### config.mk
export PLATFORM = sky130hd
export DESIGN_NAME = ctp_outbuf
export DESIGN_NICKNAME = d
export VERILOG_FILES = /design/src/rtl/ctp_pkg.sv /design/src/rtl/ctp_outbuf.sv
export SDC_FILE = /design/constraint.sdc
export NUM_CORES = 1
export LEC_CHECK = 0
export BUFFER_PORTS_ARGS = -buffer_cell sky130_fd_sc_hd__buf_2
export CORE_UTILIZATION = 44
export DETAILED_ROUTE_END_ITERATION = 12
export PLACE_DENSITY = 0.71
export SLEW_MARGIN = 20
export SYNTH_ARGS = -nofsm -noshare
export SYNTH_HDL_FRONTEND = slang
export SYNTH_SLANG_ARGS = --single-unit
### constraint.sdc
create_clock -name clk -period 2.1 [get_ports clk]
set_clock_uncertainty 0.05 [all_clocks]
set_input_delay 0.21 -clock clk [delete_from_list [all_inputs] [get_ports clk]]
set_output_delay 0.21 -clock clk [all_outputs]
set_load 0.01 [all_outputs]
### src/rtl/ctp_pkg.sv
// ----------------------------------------------------------------------------
// ctp_pkg
// Shared constants, types and the arctangent table of the polar converter.
// ----------------------------------------------------------------------------
`default_nettype none

package ctp_pkg;

	localparam int DEF_COORD_WIDTH  = 16;
	localparam int DEF_ITERATIONS   = 16;

	localparam int PRESHIFT         = 30;   // magnitudes enter the rotator scaled by 2^30
	localparam int GUARD_BITS       = 3;    // vector growth and sign
	localparam int ZACC_W           = 28;   // angle accumulator, 2^-20 degree units
	localparam int ANGLE_FRAC_SHIFT = 13;
	localparam int RIGHT_ANGLE      = 11520;
	localparam int RIGHT_ANGLE_FINE = 94371840;
	localparam int RADIUS_W         = 16;
	localparam int ANGLE_W          = 15;

	typedef struct packed {
		logic x_neg;
		logic y_neg;
		logic x_zero;
		logic y_zero;
	} ctp_flags_t;

	// number of iteration stages: rotator steps and root bits share stages
	function automatic int stage_count(input int coord_width, input int iterations);
		int n;
		n = (coord_width > iterations) ? coord_width : iterations;
		return n;
	endfunction

	// atan(2^-i) in degrees, scaled by 2^20, rounded
	function automatic logic signed [ZACC_W-1:0] atan_entry(input int idx);
		logic signed [ZACC_W-1:0] v;
		case (idx)
			0:  v = ZACC_W'(47185920);
			1:  v = ZACC_W'(27855475);
			2:  v = ZACC_W'(14718068);
			3:  v = ZACC_W'(7471121);
			4:  v = ZACC_W'(3750058);
			5:  v = ZACC_W'(1876857);
			6:  v = ZACC_W'(938658);
			7:  v = ZACC_W'(469357);
			8:  v = ZACC_W'(234682);
			9:  v = ZACC_W'(117342);
			10: v = ZACC_W'(58671);
			11: v = ZACC_W'(29335);
			12: v = ZACC_W'(14668);
			13: v = ZACC_W'(7334);
			14: v = ZACC_W'(3667);
			15: v = ZACC_W'(1833);
			16: v = ZACC_W'(917);
			17: v = ZACC_W'(458);
			18: v = ZACC_W'(229);
			19: v = ZACC_W'(115);
			20: v = ZACC_W'(57);
			21: v = ZACC_W'(29);
			22: v = ZACC_W'(14);
			23: v = ZACC_W'(7);
			24: v = ZACC_W'(4);
			25: v = ZACC_W'(2);
			26: v = ZACC_W'(1);
			default: v = '0;
		endcase
		return v;
	endfunction

endpackage

`default_nettype wire

### src/rtl/ctp_outbuf.sv
// ----------------------------------------------------------------------------
// ctp_outbuf
// Output register plus one spare entry; freezes the pipeline when full.
// ----------------------------------------------------------------------------
`default_nettype none

module ctp_outbuf import ctp_pkg::*; (
	input  logic                      clk,
	input  logic                      arst_n,
	input  logic                      valid,
	input  logic [RADIUS_W-1:0]       radius,
	input  logic signed [ANGLE_W-1:0] angle_deg,
	input  logic                      ready,
	output logic                      room,
	output logic                      valid_q,
	output logic [RADIUS_W-1:0]       radius_q,
	output logic signed [ANGLE_W-1:0] angle_q
);
	logic                      spare_v_q;
	logic [RADIUS_W-1:0]       spare_radius_q;
	logic signed [ANGLE_W-1:0] spare_angle_q;
	logic                      fire;

	assign fire = valid_q & ready;
	assign room = ~spare_v_q;

	always_ff @(posedge clk or negedge arst_n) begin
		if (!arst_n) begin
			valid_q   <= 1'b0;
			spare_v_q <= 1'b0;
		end else if (spare_v_q) begin
			if (fire) begin
				spare_v_q <= 1'b0;
			end
		end else if (!valid_q || fire) begin
			valid_q <= valid;
		end else if (valid) begin
			spare_v_q <= 1'b1;
		end
	end

	always_ff @(posedge clk) begin
		if (spare_v_q) begin
			if (fire) begin
				radius_q <= spare_radius_q;
				angle_q  <= spare_angle_q;
			end
		end else if (!valid_q || fire) begin
			if (valid) begin
				radius_q <= radius;
				angle_q  <= angle_deg;
			end
		end else if (valid) begin
			spare_radius_q <= radius;
			spare_angle_q  <= angle_deg;
		end
	end

endmodule

`default_nettype wire

==> impl_metrics.csv <==
group,metric,value,unit
floorplan,die_y,77.08,um
clocking,clock_latency,0.33,ns
timing,setup_tns,0,ns
clocking,htreeDepth,3,
pwr,internal-power,3033,uW
place,dpl-instance-area,2905,um2
synthesis,synthCells,108,
drt,drcViolationCount,0,
clocking,clock-sinks,64,
setup_path,start_kind,"register",
place,dp_hpwl,2738,um
floorplan,start_util,47.06,%
setup_path,required,2.13,ns
min_path,min_path_type,"input pin to register",
timing,finalCritPeriodShare,75.95,%
global_route,antenna_found_initial,0,
finish,nets,222,
global_route,grt-ovfl-total,0,
clocking,numCtsBuffers,9,
floorplan,placement_rows,26,
pwr,power_leakage,0.001234,uW
timing,setup_viol,0,
setup_path,endpoint_kind,"register",
finish,final_cell_area,3093,um2
drt,routed_via_density,4.828,
global_route,grt_first_pass_wirelength,6548,um
clocking,cts_buffer_depth,2,
timing,period_needed,1.595,ns
clocking,holdBufCountCts,1,
synthesis,synth_area,2480,um2
pwr,p_seq_share,48.5,%
synthesis,synth_seq_area_share,77.09,%
drt,wirelength,3911,um
setup_path,arrival,1.62,ns
clocking,cts_tree,"done",
global_route,grt_max_degree,32,
pwr,pwr-share-comb,28.4,%
setup_path,worstPathMaxFanout,20,
drt,num_vias,1260,
pwr,p_per_area,1351,nW/um2
clocking,cts_resized,0,
finish,final_util,58.69,%
synthesis,syn-num-nets,143,
drt,dr.pass1.iters,4,
synthesis,avgSynthCellArea,22.96,um2
global_route,grt_pass1_vias,1308,
pwr,switching_share,27.40,%
finish,antenna_cells,0,
drt,drt_iter0_drc,79,
place,io_buffers,67,
clocking,clk_pin_slew,0.07,ns
floorplan,core,5270,um2
flow_run,maxCapViolations,0,
drt,final_antenna_net_count,0,
pwr,p_clk_share,23.1,%
place,gp_congestion,0.7335,
synthesis,synth_seq_cells,64,
timing,relSlewSlack,66.94,%
setup_path,critical_path_class,"register to register",
synthesis,yosys_warnings,0,
finish,nFillCells,411,
timing,tightest_slew,0.4959,ns
floorplan,io-pin-count,68,
clocking,cts_setup_buffers,0,
pwr,p_sw,1145,uW
pwr,vdd_ir_drop_max,0.0008692,V
finish,drive_above_1_share,61.26,%
pwr,power.total,4178,uW
synthesis,synth.distinct_cells,15,
timing,rsz0062_at_grt,"no",
global_route,grt_usage,14.92,%
floorplan,dieArea,5941,um2
floorplan,die_x,77.08,um
timing,maxSlewViolCount,0,
outcome,status,"complete, no violations",
drt,routedWlPerCell,14.98,um
finish,area_growth_syn_to_layout,24.72,%
clocking,cts_root_buffer,"clkbuf_8",
timing,fmax,627.0,MHz
timing,finalHoldViolCount,0,
==> kinds of logic (layout without fill, tap and decap cells) <==
family	after synthesis	in the layout	share of synthesized area, %
flip-flops	64	64	77.09
multiplexers	31	31	17.86
AND/OR/NAND/NOR	5	5	1.312
buffers and inverters	5	88	2.825
AO/OA/AOI/OAI	3	3	0.9081
==> Yosys cell counts <==
library cell  count  share of area [%]
a21oi_1           1               0.20
a22o_1            1               0.35
and2_1            1               0.25
and4bb_2          1               0.50
buf_12            2                1.6
buf_6             1               0.45
buf_8             1               0.61
dfrtp_1           2                2.0
edfxtp_1         62                 75
inv_2             1               0.15
mux2_2            6                2.7
mux2_4           25                 15
nand2b_1          1               0.25
nor2_1            2               0.30
o22a_1            1               0.35
==> cells in the final DEF (no fill, tap or decap) <==
cell type / synthesis / layout
mux2_2: 6 / 6
and2_1: 1 / 1
mux2_4: 25 / 25
dlygate4sd3_1: 0 / 1
clkinv_1: 0 / 1
nand2b_1: 1 / 1
clkbuf_1: 0 / 2
a21oi_1: 1 / 1
bufinv_16: 0 / 1
nor2_1: 2 / 2
clkinvlp_4: 0 / 1
edfxtp_1: 62 / 62
o22a_1: 1 / 1
dfrtp_2: 0 / 1
dfrtp_1: 2 / 1
clkinv_2: 0 / 1
and4bb_2: 1 / 1
a22o_1: 1 / 1
buf_2: 0 / 67
clkbuf_8: 0 / 9
inv_2: 1 / 1
buf_4: 0 / 1
buf_12: 2 / 3
==> area by class of cell <==
type | count | area, um2 | share of cell area (%)
flip-flops and latches | 64 | 1913 | 61.85
multi-input cells | 39 | 498.0 | 16.10
repair buffers | 72 | 412.9 | 13.35
clock buffers | 11 | 131.4 | 4.248
well taps | 70 | 87.58 | 2.832
clock inverters | 4 | 46.29 | 1.497
inverters | 1 | 3.754 | 0.1214
==> critical path: stages (launching register included) <==
cell	delay, ns
dfrtp_2	0.68
buf_12	0.25
mux2_2	0.36
==> routing by layer <==
| layer | GRT usage [%] | part of all wire, % | vias up |
|---|---|---|---|
| met4 | 10.19 | 3.1 | 0 |
| met5 | 0 | 0 | - |
| met3 | 3.571 | 6.7 | 12 |
| met2 | 21.25 | 45 | 58 |
| li1 | - | - | 585 |
| met1 | 20.19 | 45 | 605 |
==> worst paths after layout <==
path                                     from          endpoint  slack (ns)  cells after the start
min in group asynchronous              arst_n         spare_v_q        0.15                      2
min reg2reg                spare_radius_q[11]      radius_q[11]        0.50                      1
max reg2reg                         spare_v_q      radius_q[13]        0.51                      2
max in group asynchronous              arst_n         spare_v_q        1.75                      2
min                              angle_deg[2]  spare_angle_q[2]        0.02                      1
max                                 spare_v_q      radius_q[13]        0.51                      2
==> state kept, by name (all words and copies together), names as in the netlist <==
| register | count |
|---|---|
| angle_q | 15 |
| valid_q | 1 |
| spare_angle_q | 15 |
| radius_q | 16 |
| spare_v_q | 1 |
| spare_radius_q | 16 |
==> per-stage QoR <==
step | hold WS [ns] | instances | setup WS (ns)
floorplan | -0.1356 | 108 | 0.1526
global placement | -0.05365 | 245 | 0.5605
detailed placement | -0.05117 | 245 | 0.4913
CTS | 0.008160 | 261 | 0.4927
global route | 0.01186 | 261 | 0.4318
finish | 0.02282 | 261 | 0.5050
==> power by group through the flow <==
stage	Sequential, uW	Combinational, uW	Clock [uW]
finish	2030	1190	963
global route	2070	1280	1030
CTS	2030	1210	984
detailed placement	2050	1210	0
global placement	2040	1180	0
floorplan	2110	773	0
No activity file was read; power rests on OpenSTA's default activity.
