==> src/rtl/ctp_pkg.sv <==
// ----------------------------------------------------------------------------
// ctp_pkg
// Shared constants, types and the arctangent table of the polar converter.
// ----------------------------------------------------------------------------
`default_nettype none

package ctp_pkg;

	localparam int DEF_COORD_WIDTH  = 16;
	localparam int DEF_ITERATIONS   = 16;

	localparam int PRESHIFT         = 30;   // magnitudes enter the rotator scaled by 2^30
	localparam int GUARD_BITS       = 3;    // vector growth and sign
	localparam int ZACC_W           = 28;   // angle accumulator, 2^-20 degree units
	localparam int ANGLE_FRAC_SHIFT = 13;
	localparam int RIGHT_ANGLE      = 11520;
	localparam int RIGHT_ANGLE_FINE = 94371840;
	localparam int RADIUS_W         = 16;
	localparam int ANGLE_W          = 15;

	typedef struct packed {
		logic x_neg;
		logic y_neg;
		logic x_zero;
		logic y_zero;
	} ctp_flags_t;

	// number of iteration stages: rotator steps and root bits share stages
	function automatic int stage_count(input int coord_width, input int iterations);
		int n;
		n = (coord_width > iterations) ? coord_width : iterations;
		return n;
	endfunction

	// atan(2^-i) in degrees, scaled by 2^20, rounded
	function automatic logic signed [ZACC_W-1:0] atan_entry(input int idx);
		logic signed [ZACC_W-1:0] v;
		case (idx)
			0:  v = ZACC_W'(47185920);
			1:  v = ZACC_W'(27855475);
			2:  v = ZACC_W'(14718068);
			3:  v = ZACC_W'(7471121);
			4:  v = ZACC_W'(3750058);
			5:  v = ZACC_W'(1876857);
			6:  v = ZACC_W'(938658);
			7:  v = ZACC_W'(469357);
			8:  v = ZACC_W'(234682);
			9:  v = ZACC_W'(117342);
			10: v = ZACC_W'(58671);
			11: v = ZACC_W'(29335);
			12: v = ZACC_W'(14668);
			13: v = ZACC_W'(7334);
			14: v = ZACC_W'(3667);
			15: v = ZACC_W'(1833);
			16: v = ZACC_W'(917);
			17: v = ZACC_W'(458);
			18: v = ZACC_W'(229);
			19: v = ZACC_W'(115);
			20: v = ZACC_W'(57);
			21: v = ZACC_W'(29);
			22: v = ZACC_W'(14);
			23: v = ZACC_W'(7);
			24: v = ZACC_W'(4);
			25: v = ZACC_W'(2);
			26: v = ZACC_W'(1);
			default: v = '0;
		endcase
		return v;
	endfunction

endpackage

`default_nettype wire

==> src/rtl/ctp_prep.sv <==
// ----------------------------------------------------------------------------
// ctp_prep
// Front stages: magnitudes, sign and zero flags, squares, sum of squares.
// ----------------------------------------------------------------------------
`default_nettype none

module ctp_prep import ctp_pkg::*; #(
	parameter int COORD_WIDTH = DEF_COORD_WIDTH
) (
	input  logic                                           clk,
	input  logic                                           arst_n,
	input  logic                                           en,
	input  logic                                           valid,
	input  logic signed [COORD_WIDTH-1:0]                  x_coord,
	input  logic signed [COORD_WIDTH-1:0]                  y_coord,
	output logic                                           valid_s3,
	output ctp_flags_t                                     flags_s3,
	output logic [2*COORD_WIDTH-1:0]                       sum_s3,
	output logic signed [COORD_WIDTH+PRESHIFT+GUARD_BITS-1:0] a,
	output logic signed [COORD_WIDTH+PRESHIFT+GUARD_BITS-1:0] b
);
	localparam int W  = COORD_WIDTH;
	localparam int SW = 2 * COORD_WIDTH;
	localparam int CW = COORD_WIDTH + PRESHIFT + GUARD_BITS;

	logic [W-1:0]  ax_c, ay_c;
	ctp_flags_t    flags_c;

	logic          valid_s1, valid_s2;
	ctp_flags_t    flags_s1, flags_s2;
	logic [W-1:0]  ax_s1, ay_s1, ax_s2, ay_s2, ax_s3, ay_s3;
	logic [SW-1:0] sqx_s2, sqy_s2;

	// W-bit negation maps the most negative value onto 2^(W-1) unsigned
	always_comb begin
		ax_c           = x_coord[W-1] ? W'(-x_coord) : W'(x_coord);
		ay_c           = y_coord[W-1] ? W'(-y_coord) : W'(y_coord);
		flags_c.x_neg  = x_coord[W-1];
		flags_c.y_neg  = y_coord[W-1];
		flags_c.x_zero = (x_coord == '0);
		flags_c.y_zero = (y_coord == '0);
	end

	always_ff @(posedge clk or negedge arst_n) begin
		if (!arst_n) begin
			valid_s1 <= 1'b0;
			valid_s2 <= 1'b0;
			valid_s3 <= 1'b0;
		end else if (en) begin
			valid_s1 <= valid;
			valid_s2 <= valid_s1;
			valid_s3 <= valid_s2;
		end
	end

	always_ff @(posedge clk) begin
		if (en) begin
			ax_s1    <= ax_c;
			ay_s1    <= ay_c;
			flags_s1 <= flags_c;

			sqx_s2   <= SW'(ax_s1) * SW'(ax_s1);
			sqy_s2   <= SW'(ay_s1) * SW'(ay_s1);
			ax_s2    <= ax_s1;
			ay_s2    <= ay_s1;
			flags_s2 <= flags_s1;

			sum_s3   <= sqx_s2 + sqy_s2;
			ax_s3    <= ax_s2;
			ay_s3    <= ay_s2;
			flags_s3 <= flags_s2;
		end
	end

	assign a = CW'({ax_s3, {PRESHIFT{1'b0}}});
	assign b = CW'({ay_s3, {PRESHIFT{1'b0}}});

endmodule

`default_nettype wire

==> config.mk <==
export PLATFORM = sky130hd
export DESIGN_NAME = ctp_prep
export DESIGN_NICKNAME = d
export VERILOG_FILES = /design/src/rtl/ctp_pkg.sv /design/src/rtl/ctp_prep.sv
export SDC_FILE = /design/constraint.sdc
export NUM_CORES = 1
export LEC_CHECK = 0
export ABC_AREA = 1
export BUFFER_PORTS_ARGS = -buffer_cell sky130_fd_sc_hd__buf_4
export CORE_MARGIN = 1.5
export CORE_UTILIZATION = 50
export CTS_BUF_LIST = sky130_fd_sc_hd__clkbuf_4
export CTS_CLUSTER_DIAMETER = 120
export CTS_CLUSTER_SIZE = 8
export DETAILED_ROUTE_END_ITERATION = 6
export PLACE_DENSITY = 0.68
export SLEW_MARGIN = 5
export SYNTH_ARGS = -nofsm -noshare
export SYNTH_HDL_FRONTEND = slang
export SYNTH_SLANG_ARGS = --single-unit
export TNS_END_PERCENT = 50
==> constraint.sdc <==
create_clock -name clk -period 7.77 [get_ports clk]
set_clock_uncertainty 0.05 [all_clocks]
set_input_delay 1.554 -clock clk [delete_from_list [all_inputs] [get_ports clk]]
set_output_delay 1.554 -clock clk [all_outputs]
set_load 0.01 [all_outputs]
==> key figures <==
Cells and area
  • Non-filler cells, final: around 3900
  • Nets: approximately 3800
  • Layout area overhead: 5.77%
  • FF/Latch Area: about 0.0061 mm2
  • Multi-input logic area: 0.0156 mm2
  • Layout cells sized above 1: 5.38%
  • Filler cell count: 4692
  • Final core utilization: 53.6%

Setup path
  • Critical Path RT: 8.27 ns
  • Critical path buffer and inverter count: 4
  • Crit path DAT: 6.49 ns
  • CP max stage cell: edfxtp_1
  • Crit Path Class: register to register
  • Worst-path cell chain: nand2_1 -> fa_1 -> fa_1 -> inv_1 -> fa_1 -> fa_1 -> fa_1 -> inv_1 -> fa_1 -> inv_1 -> ha_1 -> nand2_1 -> inv_1 -> nand2_1 -> nor3_1 -> nand2_1 -> nand2_1 -> xor2_1
  • CP max FO: 17
  • Startpoint Class: register
  • Critical Path End Type: register
  • Slowest cell delay on critical path: 0.84 ns
  • Most used cell, CP: fa_1
  • Delay-heaviest family, CP: adder cells

Synthesis
  • XOR/XNOR Fraction of Synth Area: 3.17%
  • Cell area after synthesis: approximately 0.025 mm2
  • Mux contribution to synthesized area: 0.0443%
  • Sequential element share of the synthesized area: 23.9%
  • Main combinational cell family by area after synthesis: adder cells
  • Synth cell types: 32
  • Seq cells post-synth: 203
  • Simple-gate portion of the synthesized area: 18.1%
  • Synth Instances: 3094
  • Post-Synth Adder-Cell Area: 37.0%
  • Syn. warnings: 0
  • Post-synthesis compound-gate area fraction: 2.20%
  • Syn avg cell area: 8.22 um2

STA
  • Max-Slew Margin vs Limit: ~31%
  • Worst slew pin tran: ~1.0 ns
  • Crit path time final: between 5 and 6 ns
  • Max Freq: 167 MHz
  • Final setup viols: 0
  • Setup TNS Final: 0 ns
  • Hold Violations, Final: 0
  • RSZ-0062 raised after global routing: false
  • Crit share post-route: 77.0%
  • Setup WS post-layout: 1.78 ns
  • Slew Viols, Final: 0

Clocking
  • CTS sink cnt: about 200
  • CTS Buffer Depth: 3
  • CTS root buf: clkbuf_4
  • Hold Buf Count CTS: 0
  • Clock latency on the worst-skew pair: 0.79 ns
  • TritonCTS clock tree: yes
  • Post_cts resized: 0
  • Max H-tree Level: 1
  • Reg clk slew, reported paths: 0.12 ns
  • Setup Fix Bufs, Post-CTS: 0
  • CTS Buf Count: 29

Placement
  • DP Wirelength: roughly 46000 um
  • # placed instances: about 3800
  • Pre-CTS worst setup slack: 1.70 ns
  • IO buf count: 104
  • GP Congestion: 0.931

Routing
  • DR WL/cell: 14.3 um
  • Routed vias/inst: 4.81
  • 1st-pass router iterations: 5
  • DRC viols: 0
  • Routed wire length: 55200 um
  • Final ANT Viol Nets: 0
  • Drt first-iter violations: 1111
  • Via Count: 18500

Floorplan
  • Die area: between 0.05 and 0.06 mm2
  • Die height: ~230 um
  • Core area: 0.0502 mm2
  • Row Count: 82
  • Top Ports: 171
  • Chip width: between 200 and 250 um
  • Starting density of the core: 50.7%

Job
  • MaxCap Viol Count: 0

Global route
  • Overall track demand over capacity in global routing: ~22%
  • First-pass GRT wire length: 94200 um
  • Vias in the first global route: 19600
  • Initial antenna violation count: 1
  • Gr ovfl total: 0
  • Largest net degree at the start of global routing: 120

Run status
  • Outcome: complete, no violations

Worst hold path
  • Hold Path Class: register to register
-- worst reg2reg max path: stages, from the launching register on --
cell      delay (ns)
edfxtp_1        0.84
nand2_1         0.18
fa_1            0.59
fa_1            0.56
inv_1           0.05
fa_1            0.50
fa_1            0.51
fa_1            0.50
inv_1           0.05
fa_1            0.47
inv_1           0.04
ha_1            0.37
nand2_1         0.14
inv_1           0.10
nand2_1         0.11
nor3_1          0.25
nand2_1         0.09
nand2_1         0.11
xor2_1          0.32
-- flip-flops by register name, summed over array words and instances, names as in the netlist --
register,cells
ax_s1,16
ax_s2,16
ay_s1,16
sqy_s2,30
valid_s1,1
ay_s2,16
flags_s1,4
sqx_s2,30
valid_s3,1
ay_s3,16
flags_s3,4
sum_s3,32
ax_s3,16
flags_s2,4
valid_s2,1
-- cells in the final DEF, fill, tap and decap left out, types with 4 or more instances in the layout --
cell type / synthesis / layout
o21bai_1: 17 / 17
o21ai_0: 15 / 15
nand4_1: 20 / 20
nand2_2: 5 / 5
nor3_1: 25 / 25
nor2_2: 5 / 5
a21oi_1: 63 / 63
nand3_1: 99 / 99
nor2_1: 136 / 136
or2_2: 5 / 5
inv_1: 864 / 864
edfxtp_1: 200 / 200
conb_1: 1 / 66
xor2_1: 79 / 79
nor4_1: 4 / 4
ha_1: 233 / 233
nand2_1: 839 / 839
fa_1: 324 / 324
buf_4: 66 / 105
clkbuf_4: 0 / 41
xnor2_1: 13 / 13
-- worst paths after layout --
check                         start  slack (ns)          to  depth (start not counted)
setup / recovery           ax_s1[3]        1.78  sqx_s2[17]                         18
hold / removal             ax_s2[7]        0.32    ax_s3[7]                          0
setup reg to reg           ax_s1[3]        1.78  sqx_s2[17]                         18
hold reg to reg            ax_s2[7]        0.32    ax_s3[7]                          0
max in group asynchronous    arst_n        7.05    valid_s1                          1
min in group asynchronous    arst_n        0.50    valid_s2                          1
-- synthesized netlist by cell type (all sizes together) --
cell type / n / area (um2)
mux2: 1 / 11.3
nand2: 844 / 3180
inv: 864 / 3240
a21o: 1 / 7.51
and2: 2 / 12.5
o21bai: 17 / 128
buf: 68 / 510
xnor2: 13 / 114
nor4: 4 / 25.0
nand3: 102 / 526
nand3b: 3 / 22.5
ha: 233 / 2920
a31o: 2 / 17.5
nand4: 20 / 125
edfxtp: 200 / 6010
clkbuf: 61 / 229
nor3: 25 / 125
nor2: 141 / 542
o21ai: 15 / 75.1
dfrtp: 3 / 75.1
or3: 1 / 6.26
xor2: 79 / 692
or2: 5 / 31.3
fa: 324 / 6490
conb: 1 / 3.75
a21oi: 65 / 333
-- per-layer routing --
metal | wire (um) | share of wire (%) | up-vias | track usage, %
met5 | 0 | 0 | - | 0
met4 | 1380 | 2.5 | 0 | 5.75
met3 | 2650 | 4.8 | 89 | 3.03
met2 | 26400 | 48 | 435 | 38.3
met1 | 24800 | 45 | 8851 | 29.2
li1 | - | - | 9158 | -
-- stage by stage --
stage	hold WS, ns	area, um2
final	0.320	26900
after global routing	0.314	26900
after CTS	0.311	26900
after detailed placement	0.355	26600
after global placement	0.351	26600
after floorplan	0.350	25700
-- logic make-up (layout without fill, tap and decap cells) --
| logic type | Yosys count | after routing |
|---|---|---|
| buffers and inverters | 993 | 1012 |
| AO/OA/AOI/OAI | 100 | 100 |
| flip-flops | 203 | 203 |
| AND/OR/NAND/NOR | 1147 | 1147 |
| other | 1 | 68 |
| adder cells (fa/ha/maj) | 557 | 557 |
| multiplexers | 1 | 1 |
| XOR/XNOR | 92 | 92 |
-- final cells by class --
cell class,instances,area share [%]
multi-input combinational,1963,58.1
inverter,864,12.1
sequential,203,22.6
timing repair buffer,106,2.98
clock inverter,1,0.0279
tap,672,3.12
clock buffer,41,1.14
antenna,2,0.0186
Power is not shown: default switching activity piles up to over one toggle a cycle in this logic, so the estimate is an artifact.
