## src/rtl/ctp_pkg.sv

```systemverilog
// ----------------------------------------------------------------------------
// ctp_pkg
// Shared constants, types and the arctangent table of the polar converter.
// ----------------------------------------------------------------------------
`default_nettype none

package ctp_pkg;

	localparam int DEF_COORD_WIDTH  = 16;
	localparam int DEF_ITERATIONS   = 16;

	localparam int PRESHIFT         = 30;   // magnitudes enter the rotator scaled by 2^30
	localparam int GUARD_BITS       = 3;    // vector growth and sign
	localparam int ZACC_W           = 28;   // angle accumulator, 2^-20 degree units
	localparam int ANGLE_FRAC_SHIFT = 13;
	localparam int RIGHT_ANGLE      = 11520;
	localparam int RIGHT_ANGLE_FINE = 94371840;
	localparam int RADIUS_W         = 16;
	localparam int ANGLE_W          = 15;

	typedef struct packed {
		logic x_neg;
		logic y_neg;
		logic x_zero;
		logic y_zero;
	} ctp_flags_t;

	// number of iteration stages: rotator steps and root bits share stages
	function automatic int stage_count(input int coord_width, input int iterations);
		int n;
		n = (coord_width > iterations) ? coord_width : iterations;
		return n;
	endfunction

	// atan(2^-i) in degrees, scaled by 2^20, rounded
	function automatic logic signed [ZACC_W-1:0] atan_entry(input int idx);
		logic signed [ZACC_W-1:0] v;
		case (idx)
			0:  v = ZACC_W'(47185920);
			1:  v = ZACC_W'(27855475);
			2:  v = ZACC_W'(14718068);
			3:  v = ZACC_W'(7471121);
			4:  v = ZACC_W'(3750058);
			5:  v = ZACC_W'(1876857);
			6:  v = ZACC_W'(938658);
			7:  v = ZACC_W'(469357);
			8:  v = ZACC_W'(234682);
			9:  v = ZACC_W'(117342);
			10: v = ZACC_W'(58671);
			11: v = ZACC_W'(29335);
			12: v = ZACC_W'(14668);
			13: v = ZACC_W'(7334);
			14: v = ZACC_W'(3667);
			15: v = ZACC_W'(1833);
			16: v = ZACC_W'(917);
			17: v = ZACC_W'(458);
			18: v = ZACC_W'(229);
			19: v = ZACC_W'(115);
			20: v = ZACC_W'(57);
			21: v = ZACC_W'(29);
			22: v = ZACC_W'(14);
			23: v = ZACC_W'(7);
			24: v = ZACC_W'(4);
			25: v = ZACC_W'(2);
			26: v = ZACC_W'(1);
			default: v = '0;
		endcase
		return v;
	endfunction

endpackage

`default_nettype wire

```

## src/rtl/ctp_finish.sv

```systemverilog
// ----------------------------------------------------------------------------
// ctp_finish
// Root rounding, angle clamp and rounding, quadrant folding, axis cases.
// ----------------------------------------------------------------------------
`default_nettype none

module ctp_finish import ctp_pkg::*; #(
	parameter int COORD_WIDTH = DEF_COORD_WIDTH
) (
	input  ctp_flags_t                flags,
	input  logic signed [ZACC_W-1:0]  z,
	input  logic [2*COORD_WIDTH-1:0]  root,
	input  logic [2*COORD_WIDTH-1:0]  rem,
	output logic [RADIUS_W-1:0]       radius,
	output logic signed [ANGLE_W-1:0] angle_deg
);
	localparam int RW = COORD_WIDTH;

	localparam logic signed [ZACC_W-1:0]  FINE_MAX = ZACC_W'(RIGHT_ANGLE_FINE);
	localparam logic signed [ZACC_W-1:0]  HALF_LSB = ZACC_W'(1 << (ANGLE_FRAC_SHIFT - 1));
	localparam logic signed [ANGLE_W-1:0] ANG_MAX  = ANGLE_W'(RIGHT_ANGLE);

	logic [RW:0]                rnd;
	logic signed [ZACC_W-1:0]   zc, zr;
	logic signed [ANGLE_W-1:0]  mag;

	always_comb begin
		// round to nearest: remainder above root means past the half point
		rnd    = (RW+1)'(root[RW-1:0]) + (RW+1)'(rem > root);
		radius = RADIUS_W'(rnd);

		zc = z;
		if (z < 0) begin
			zc = '0;
		end else if (z > FINE_MAX) begin
			zc = FINE_MAX;
		end
		zr  = (zc + HALF_LSB) >>> ANGLE_FRAC_SHIFT;
		mag = ANGLE_W'(zr);
		if (mag > ANG_MAX) begin
			mag = ANG_MAX;
		end

		if (flags.x_zero) begin
			if (flags.y_zero) begin
				angle_deg = '0;
			end else if (flags.y_neg) begin
				angle_deg = -ANG_MAX;
			end else begin
				angle_deg = ANG_MAX;
			end
		end else if (flags.y_zero) begin
			angle_deg = '0;
		end else if (flags.x_neg ^ flags.y_neg) begin
			angle_deg = -mag;
		end else begin
			angle_deg = mag;
		end
	end

endmodule

`default_nettype wire

```

## config.mk

```make
export PLATFORM = sky130hd
export DESIGN_NAME = ctp_finish
export DESIGN_NICKNAME = d
export VERILOG_FILES = /design/src/rtl/ctp_pkg.sv /design/src/rtl/ctp_finish.sv
export SDC_FILE = /design/constraint.sdc
export NUM_CORES = 1
export LEC_CHECK = 0
export BUFFER_PORTS_ARGS = -buffer_cell sky130_fd_sc_hd__buf_2
export CORE_ASPECT_RATIO = 1.4
export CORE_UTILIZATION = 47
export DETAILED_ROUTE_END_ITERATION = 7
export GPL_TIMING_DRIVEN = 0
export PLACE_DENSITY = 0.93
export SYNTH_ARGS = -nofsm -noshare
export SYNTH_HDL_FRONTEND = slang
export SYNTH_SLANG_ARGS = --single-unit
```

## constraint.sdc

```tcl
create_clock -name vclk -period 14.55
set_input_delay 2.91 -clock vclk [all_inputs]
set_output_delay 2.91 -clock vclk [all_outputs]
set_load 0.01 [all_outputs]
```

==> results of run 1 <==
## metrics by stage
stage               instances  instance area [sq um]  setup slack, ns  hold WS, ns
CTS                       554                   3200             4.08         6.12
floorplan                 372                   2530             4.81         5.90
global route              554                   3200             3.67         6.14
global placement          554                   3200             4.17         6.11
detailed placement        554                   3200             4.10         6.12
finish                    554                   3200             3.96         6.11
## worst paths after layout
path,from,to,slack [ns]
hold / removal,root[15],radius[15],6.11
setup / recovery,z[22],angle_deg[10],3.96
## logic make-up (layout without fill, tap and decap cells)
kind of cell	count (synthesis)	count (layout)	share of synthesized area
adder cells (fa/ha/maj)	36	36	0.178
AND/OR/NAND/NOR	144	144	0.305
AO/OA/AOI/OAI	93	93	0.278
buffers and inverters	59	175	0.0958
XOR/XNOR	36	36	0.125
multiplexers	4	4	0.0188
## layout by cell type, fill, tap and decap left out, types with 3 or more instances in the layout
cell	instances
sky130_fd_sc_hd__nand4_1	14
sky130_fd_sc_hd__o32ai_1	3
sky130_fd_sc_hd__xor2_1	8
sky130_fd_sc_hd__and3_1	4
sky130_fd_sc_hd__nor3b_1	3
sky130_fd_sc_hd__buf_2	127
sky130_fd_sc_hd__nor2b_1	4
sky130_fd_sc_hd__a21oi_1	17
sky130_fd_sc_hd__nand3_1	15
sky130_fd_sc_hd__nor3_1	17
sky130_fd_sc_hd__inv_1	40
sky130_fd_sc_hd__a31oi_1	4
sky130_fd_sc_hd__nor2_1	36
sky130_fd_sc_hd__nand2b_1	3
sky130_fd_sc_hd__nand3b_1	3
sky130_fd_sc_hd__o21a_1	5
sky130_fd_sc_hd__nand2_1	22
sky130_fd_sc_hd__and2_1	4
sky130_fd_sc_hd__ha_1	36
sky130_fd_sc_hd__nor4_1	5
sky130_fd_sc_hd__a21o_1	8
sky130_fd_sc_hd__o31ai_1	6
sky130_fd_sc_hd__o21ai_0	12
sky130_fd_sc_hd__o2111ai_1	3
sky130_fd_sc_hd__clkbuf_1	6
sky130_fd_sc_hd__xnor2_1	28
## layout make-up
| class | instances | area, sq um |
|---|---|---|
| Multi-Input combinational cell | 313 | 2290 |
| Fill cell | 480 | 2000 |
| Inverter | 40 | 150 |
| Timing Repair Buffer | 116 | 581 |
| Buffer | 19 | 92.6 |
| Tap cell | 66 | 82.6 |
## where the power goes
part	switching, mW	internal (mW)	total [mW]	leakage, nW
Sequential	0	0	0	0
Combinational	0.0520	0.0400	0.0920	1.59
Clock	0	0	0	0
Total	0.0520	0.0400	0.0920	1.59
## metal layers
layer | global-route usage | part of all wire
met5 | 0 | 0
met4 | 0.101 | 0.031
met3 | 0.0374 | 0.070
met2 | 0.564 | 0.55
met1 | 0.255 | 0.35
==> reports/results.md, run 1 <==
| Step | Parameter | Reported |
| --- | --- | --- |
| run status | Run status | completed |
| drt | Final WL | 7920 microns |
| floorplanning | Core area | 0.00520 sq mm |
| drt | Via density per instance | 5.88 |
| global route | Largest net degree at the start of global routing | 11 |
| setup path | Critical Path Max Stage Delay | 0.49 ns |
| drt | Initial DRT Pass Iterations | 4 |
| yosys | Register area share after synthesis | 0 |
| finish | Synth-to-Final Area Change | 26.2% |
| sta | Final TNS setup | 0 ns |
| worst hold path | Number of cells on the worst hold path | 3 |
| yosys | Cell type with the largest total area after synthesis | sky130_fd_sc_hd__ha_1 |
| place | Final GP Congestion | 0.928 |
| drt | Number of DRC violations after detailed routing | 0 |
| place | Port buffer count | 116 |
| yosys | Cell count after synthesis | 372 |
| yosys | Synth top area share | 0.178 |
| sta | Final count of negative-setup-slack endpoints | 0 |
| yosys | Ranking of synthesized cells by area | sky130_fd_sc_hd__ha_1 18%, sky130_fd_sc_hd__xnor2_1 9.7%, sky130_fd_sc_hd__inv_1 5.9%, sky130_fd_sc_hd__nor2_1 5.3%, sky130_fd_sc_hd__nand4_1 3.5% |
| global route | All-layer global routing usage | 0.268 |
| floorplanning | Die Span X | 64.0 microns |
| setup path | CP Cell Sequence | buf_2, nor4_1, nand4_1, o21a_1, nor2_1, and2_1, ha_1, buf_2, nand3_1, o21a_1, a31o_2, a211o_1, o21ai_1, o21ai_4, nand2_1, ha_1, inv_1, o41ai_1, xnor2_1, o21a_1, buf_2 |
| global route | Vias in the first global route | 2,992 |
| setup path | Worst Path Arrival | 7.68 ns |
| global route | GRT overflow | 0 |
| finish | Post-layout nets | 622 |
| sta | Final Max Tran Viols | 0 |
| drt | Antenna-violating nets left | 0 |
| sta | Worst slew slack as a fraction of its limit | 0.508 |
| setup path | Setup crit start kind | input pin |
| clock tree | Number of buffers inserted by post-CTS setup repair | 0 |
| clock tree | Number of hold buffers added after cts | 0 |
| finish | Ant. Diodes | 0 |
| setup path | Required time at the worst-slack endpoint | 11.64 ns |
| finish | Register area | 0 sq um |
| worst hold path | Class of the most critical hold timing path | in2out |
| power | Static Leakage | 1.59 nW |
| power | Power density relative to cell area | 28.8 mW/mm^2 |
| finish | Final-layout clock buffer total | 0 |
| sta | Final period utilization | 0.728 |
| finish | Share of the core filled with cells in the final layout | 0.615 |
| drt | DR iter-0 viols | 207 |
| finish | Fraction of final layout cells with drive strength greater than 1 | 0.309 |
| yosys | Avg Cell Area, Syn | 6.81 sq um |
| setup path | Cell count along the critical path | 21 |
| finish | Flip-flop and latch count | 0 |
| global route | Number of antenna violations at the first check in global routing | 0 |
| yosys | Top cell types by occurrence after synthesis | 40 x sky130_fd_sc_hd__inv_1, 36 x sky130_fd_sc_hd__ha_1, 36 x sky130_fd_sc_hd__nor2_1 |
| yosys | Most common cell in the netlist | sky130_fd_sc_hd__inv_1 |
| floorplanning | Standard-cell rows | 31 |
| global route | Global-route wire length before repair | 12,600 microns |
| floorplanning | Full die area | 0.00569 sq mm |
| sta | Slew @ Worst Pin | 0.735 ns |
| yosys | Count of cell types in the netlist | 70 |
| setup path | Kind of end point of the critical path | output port |
| place | HPWL reported at the end of detailed placement | 6810 microns |
| clock tree | Number of instances resized during post-cts repair | 0 |
| setup path | Top cell family by delay on the critical path | compound AO/OA/AOI/OAI gates |
| floorplanning | Starting density of the core | 0.487 |
| setup path | Buffers & Inverters on Critical Path | 4 |
| power | Worst voltage drop across the vdd grid | 0.0147 mV |
| sta | Unrepaired setup endpoints after global routing | no |
| sta | Final hold vios | 0 |
| setup path | Kind of critical path | in2out |
| yosys | Number of warning messages in the yosys log | 0 |
| floorplanning | Die Y-Extent | 88.9 microns |
| yosys | Net count after synthesis | 504 |
| drt | Wire length per cell | 14.3 microns |
| power | Power after layout | 0.0920 mW |
| drt | Routed vias | 3,255 |
| setup path | Maximum net fanout on the critical path | 10 |
| job | MaxCap Viol Count | 0 |
| yosys | Syn Std Cell Area | 0.00253 sq mm |
| sta | Final critical-path required period | 10.59 ns |
| floorplanning | Top-level port count | 127 |
| setup path | Slowest stage cell, crit path | sky130_fd_sc_hd__o41ai_1 |
| sta | Top achievable clock speed | 0.0944 GHz |
No activity file was read; power rests on OpenSTA's default activity.
==> run 2: changes to the inputs <==
ABC_AREA = 1   (was unset)
PLACE_DENSITY = 0.94   (was 0.93)
clock period = 10.32 ns   (was 14.55 ns; I/O delays follow)
==> run 2 against run 1 <==
  * Global-route usage is 1.3 points lower
  * Total power is 36% higher
  * Flip-flop and latch count stayed put
  * Clock-buffer cell count stayed put
  * Core utilization is 2.7 points higher
  * Largest cell class unchanged
==> reports/results.md, run 2 <==
| Step | Parameter | Reported |
| --- | --- | --- |
| setup path | Critical Path Max Stage Delay | 0.43 ns |
| setup path | Required time at the worst-slack endpoint | 8.26 ns |
| setup path | Kind of end point of the critical path | output port |
| yosys | Register area share after synthesis | 0 |
| yosys | Synth top area share | 0.186 |
| floorplanning | Die Y-Extent | 86.9 microns |
| finish | Most common library cell in the layout ignoring fill and taps | sky130_fd_sc_hd__buf_2 |
| power | Power after layout | 0.125 mW |
| worst hold path | Number of cells on the worst hold path | 3 |
| power | Worst voltage drop across the vdd grid | 0.0284 mV |
| sta | Final count of negative-setup-slack endpoints | 0 |
| drt | DR iter-0 viols | 119 |
| power | Power density relative to cell area | 39.9 mW/mm^2 |
| setup path | Cell count along the critical path | 28 |
| finish | Synth-to-Final Area Change | 29.6% |
| sta | Final Max Tran Viols | 0 |
| finish | Share of the core filled with cells in the final layout | 0.642 |
| global route | GRT overflow | 0 |
| setup path | Slowest stage cell, crit path | sky130_fd_sc_hd__o31ai_2 |
| sta | Final hold vios | 0 |
| sta | Final TNS setup | 0 ns |
| yosys | Area share of fa/ha/maj cells after synthesis | 0.186 |
| setup path | Top cell family by delay on the critical path | simple AND/OR/NAND/NOR gates |
| yosys | Net count after synthesis | 569 |
| floorplanning | Full die area | 0.00544 sq mm |
| yosys | Cell count after synthesis | 437 |
| yosys | Share of cell area taken by muxes after synthesis | 0 |
| power | Static Leakage | 1.96 nW |
| sta | Final critical-path required period | 7.69 ns |
| finish | Post-layout nets | 698 |
| drt | Via density per instance | 5.17 |
| worst hold path | Class of the most critical hold timing path | in2out |
| drt | Number of DRC violations after detailed routing | 0 |
| yosys | Top cell types by occurrence after synthesis | 101 x sky130_fd_sc_hd__nand2_1, 93 x sky130_fd_sc_hd__inv_1, 40 x sky130_fd_sc_hd__nor2_1 |
| sta | Top achievable clock speed | 0.130 GHz |
| yosys | Cell type with the largest total area after synthesis | sky130_fd_sc_hd__ha_1 |
| global route | Global-route wire length before repair | 11,900 microns |
| drt | Routed vias | 3,247 |
| setup path | Worst Path Arrival | 5.62 ns |
| finish | Ant. Diodes | 0 |
| finish | Register area | 0 sq um |
| yosys | Avg Cell Area, Syn | 5.53 sq um |
| finish | Number of filler cells placed in the layout | 461 |
| setup path | Most numerous cell on the critical path | sky130_fd_sc_hd__nand2_1 |
| setup path | Maximum net fanout on the critical path | 10 |
| finish | Final-layout clock buffer total | 0 |
| floorplanning | Top-level port count | 127 |
| global route | Vias in the first global route | 3,154 |
| sta | Unrepaired setup endpoints after global routing | no |
| place | Port buffer count | 127 |
| drt | Initial DRT Pass Iterations | 4 |
| sta | Slew @ Worst Pin | 0.568 ns |
| setup path | Kind of critical path | in2out |
| drt | Antenna-violating nets left | 0 |
| yosys | Dominant combinational cell family by area after synthesis | simple AND/OR/NAND/NOR gates |
| floorplanning | Standard-cell rows | 30 |
| drt | Final WL | 7110 microns |
| clock tree | Number of hold buffers added after cts | 0 |
| global route | Largest net degree at the start of global routing | 11 |
| yosys | Syn Std Cell Area | 0.00242 sq mm |
| job | MaxCap Viol Count | 0 |
| sta | Worst slew slack as a fraction of its limit | 0.620 |
| yosys | Compound-Gate Fraction of Synth Area | 0.129 |
| yosys | Post-synthesis share of cell area spent on xor and xnor gates | 0.0647 |
| global route | All-layer global routing usage | 0.255 |
| yosys | Number of warning messages in the yosys log | 0 |
| floorplanning | Core area | 0.00488 sq mm |
| global route | Number of antenna violations at the first check in global routing | 0 |
| sta | Final period utilization | 0.745 |
| run status | Run status | completed |
| finish | Fraction of final layout cells with drive strength greater than 1 | 0.278 |
| drt | Wire length per cell | 11.3 microns |
| yosys | Post-Synth Simple-Gate Area | 0.455 |
| setup path | Setup crit start kind | input pin |
| yosys | Ranking of synthesized cells by area | sky130_fd_sc_hd__ha_1 19%, sky130_fd_sc_hd__nand2_1 16%, sky130_fd_sc_hd__inv_1 14%, sky130_fd_sc_hd__nand3_1 6.4%, sky130_fd_sc_hd__nor2_1 6.2% |
| clock tree | Number of buffers inserted by post-CTS setup repair | 0 |
| place | HPWL reported at the end of detailed placement | 6390 microns |
| place | Final GP Congestion | 0.906 |
| finish | Flip-flop and latch count | 0 |
| yosys | Count of cell types in the netlist | 40 |
| yosys | Most common cell in the netlist | sky130_fd_sc_hd__nand2_1 |
| clock tree | Number of instances resized during post-cts repair | 0 |
| floorplanning | Starting density of the core | 0.495 |
| setup path | Buffers & Inverters on Critical Path | 6 |
| floorplanning | Die Span X | 62.6 microns |
| finish | Most used cells in the layout excluding fill and tap cells | 128 x sky130_fd_sc_hd__buf_2, 101 x sky130_fd_sc_hd__nand2_1, 93 x sky130_fd_sc_hd__inv_1 |
## run 2: changes by cell type in the layout (fill, tap and decap cells not counted), sizes merged, moves of 5 or more
cell / before / now
nand3: 15 / 36
xor2: 8 / 15
xnor2: 28 / 2
inv: 40 / 95
nor2: 36 / 45
nand2: 24 / 108
clkbuf: 6 / 0
a21o: 8 / 1
nor4: 6 / 1
nand4: 16 / 24
## run 2: power by group
| group | internal [mW] | total (mW) | switching, mW |
|---|---|---|---|
| clock | 0 | 0 | 0 |
| sequential | 0 | 0 | 0 |
| combinational | 0.0524 | 0.125 | 0.0726 |
| total | 0.0524 | 0.125 | 0.0726 |
## run 2: per-layer routing
layer  global-route usage  routed length [microns]
met4               0.0867                      152
met5                    0                        0
met1                0.260                     2720
met2                0.523                     3820
met3               0.0301                      423
## run 2: final timing paths
kind | slack [ns] | start | end
hold / removal | 4.43 | root[7] | radius[7]
setup / recovery | 2.63 | z[27] | angle_deg[8]
## run 2: stage by stage
step	cells	setup WS, ns	hold WS [ns]	cell area (sq um)
6_report	628	2.63	4.43	3130
5_1_grt	628	2.29	4.45	3130
4_1_cts	628	2.65	4.43	3130
3_5_place_dp	628	2.65	4.43	3130
3_3_place_gp	628	2.76	4.42	3130
2_1_floorplan	437	3.35	4.20	2420
## run 2: cells by family (layout without fill, tap and decap cells)
kind of cell	after synthesis	after routing
AOI/OAI and AO/OA	52	52
xor gates and xnor gates	17	17
adders and majority gates	36	36
buffers and inverters	100	227
and+or+nand+nor	232	232
## run 2: final cells by class
class	count	area, sq um	share of cell area
Multi-Input combinational cell	337	2020	0.645
Timing Repair Buffer	127	636	0.203
Buffer	5	38.8	0.0124
Tap cell	64	80.1	0.0256
Inverter	95	359	0.115
## run 2: tightest hold or removal path, stage by stage
cell,delay (ns)
sky130_fd_sc_hd__buf_2,0.10
sky130_fd_sc_hd__xor2_1,0.06
sky130_fd_sc_hd__buf_2,0.13
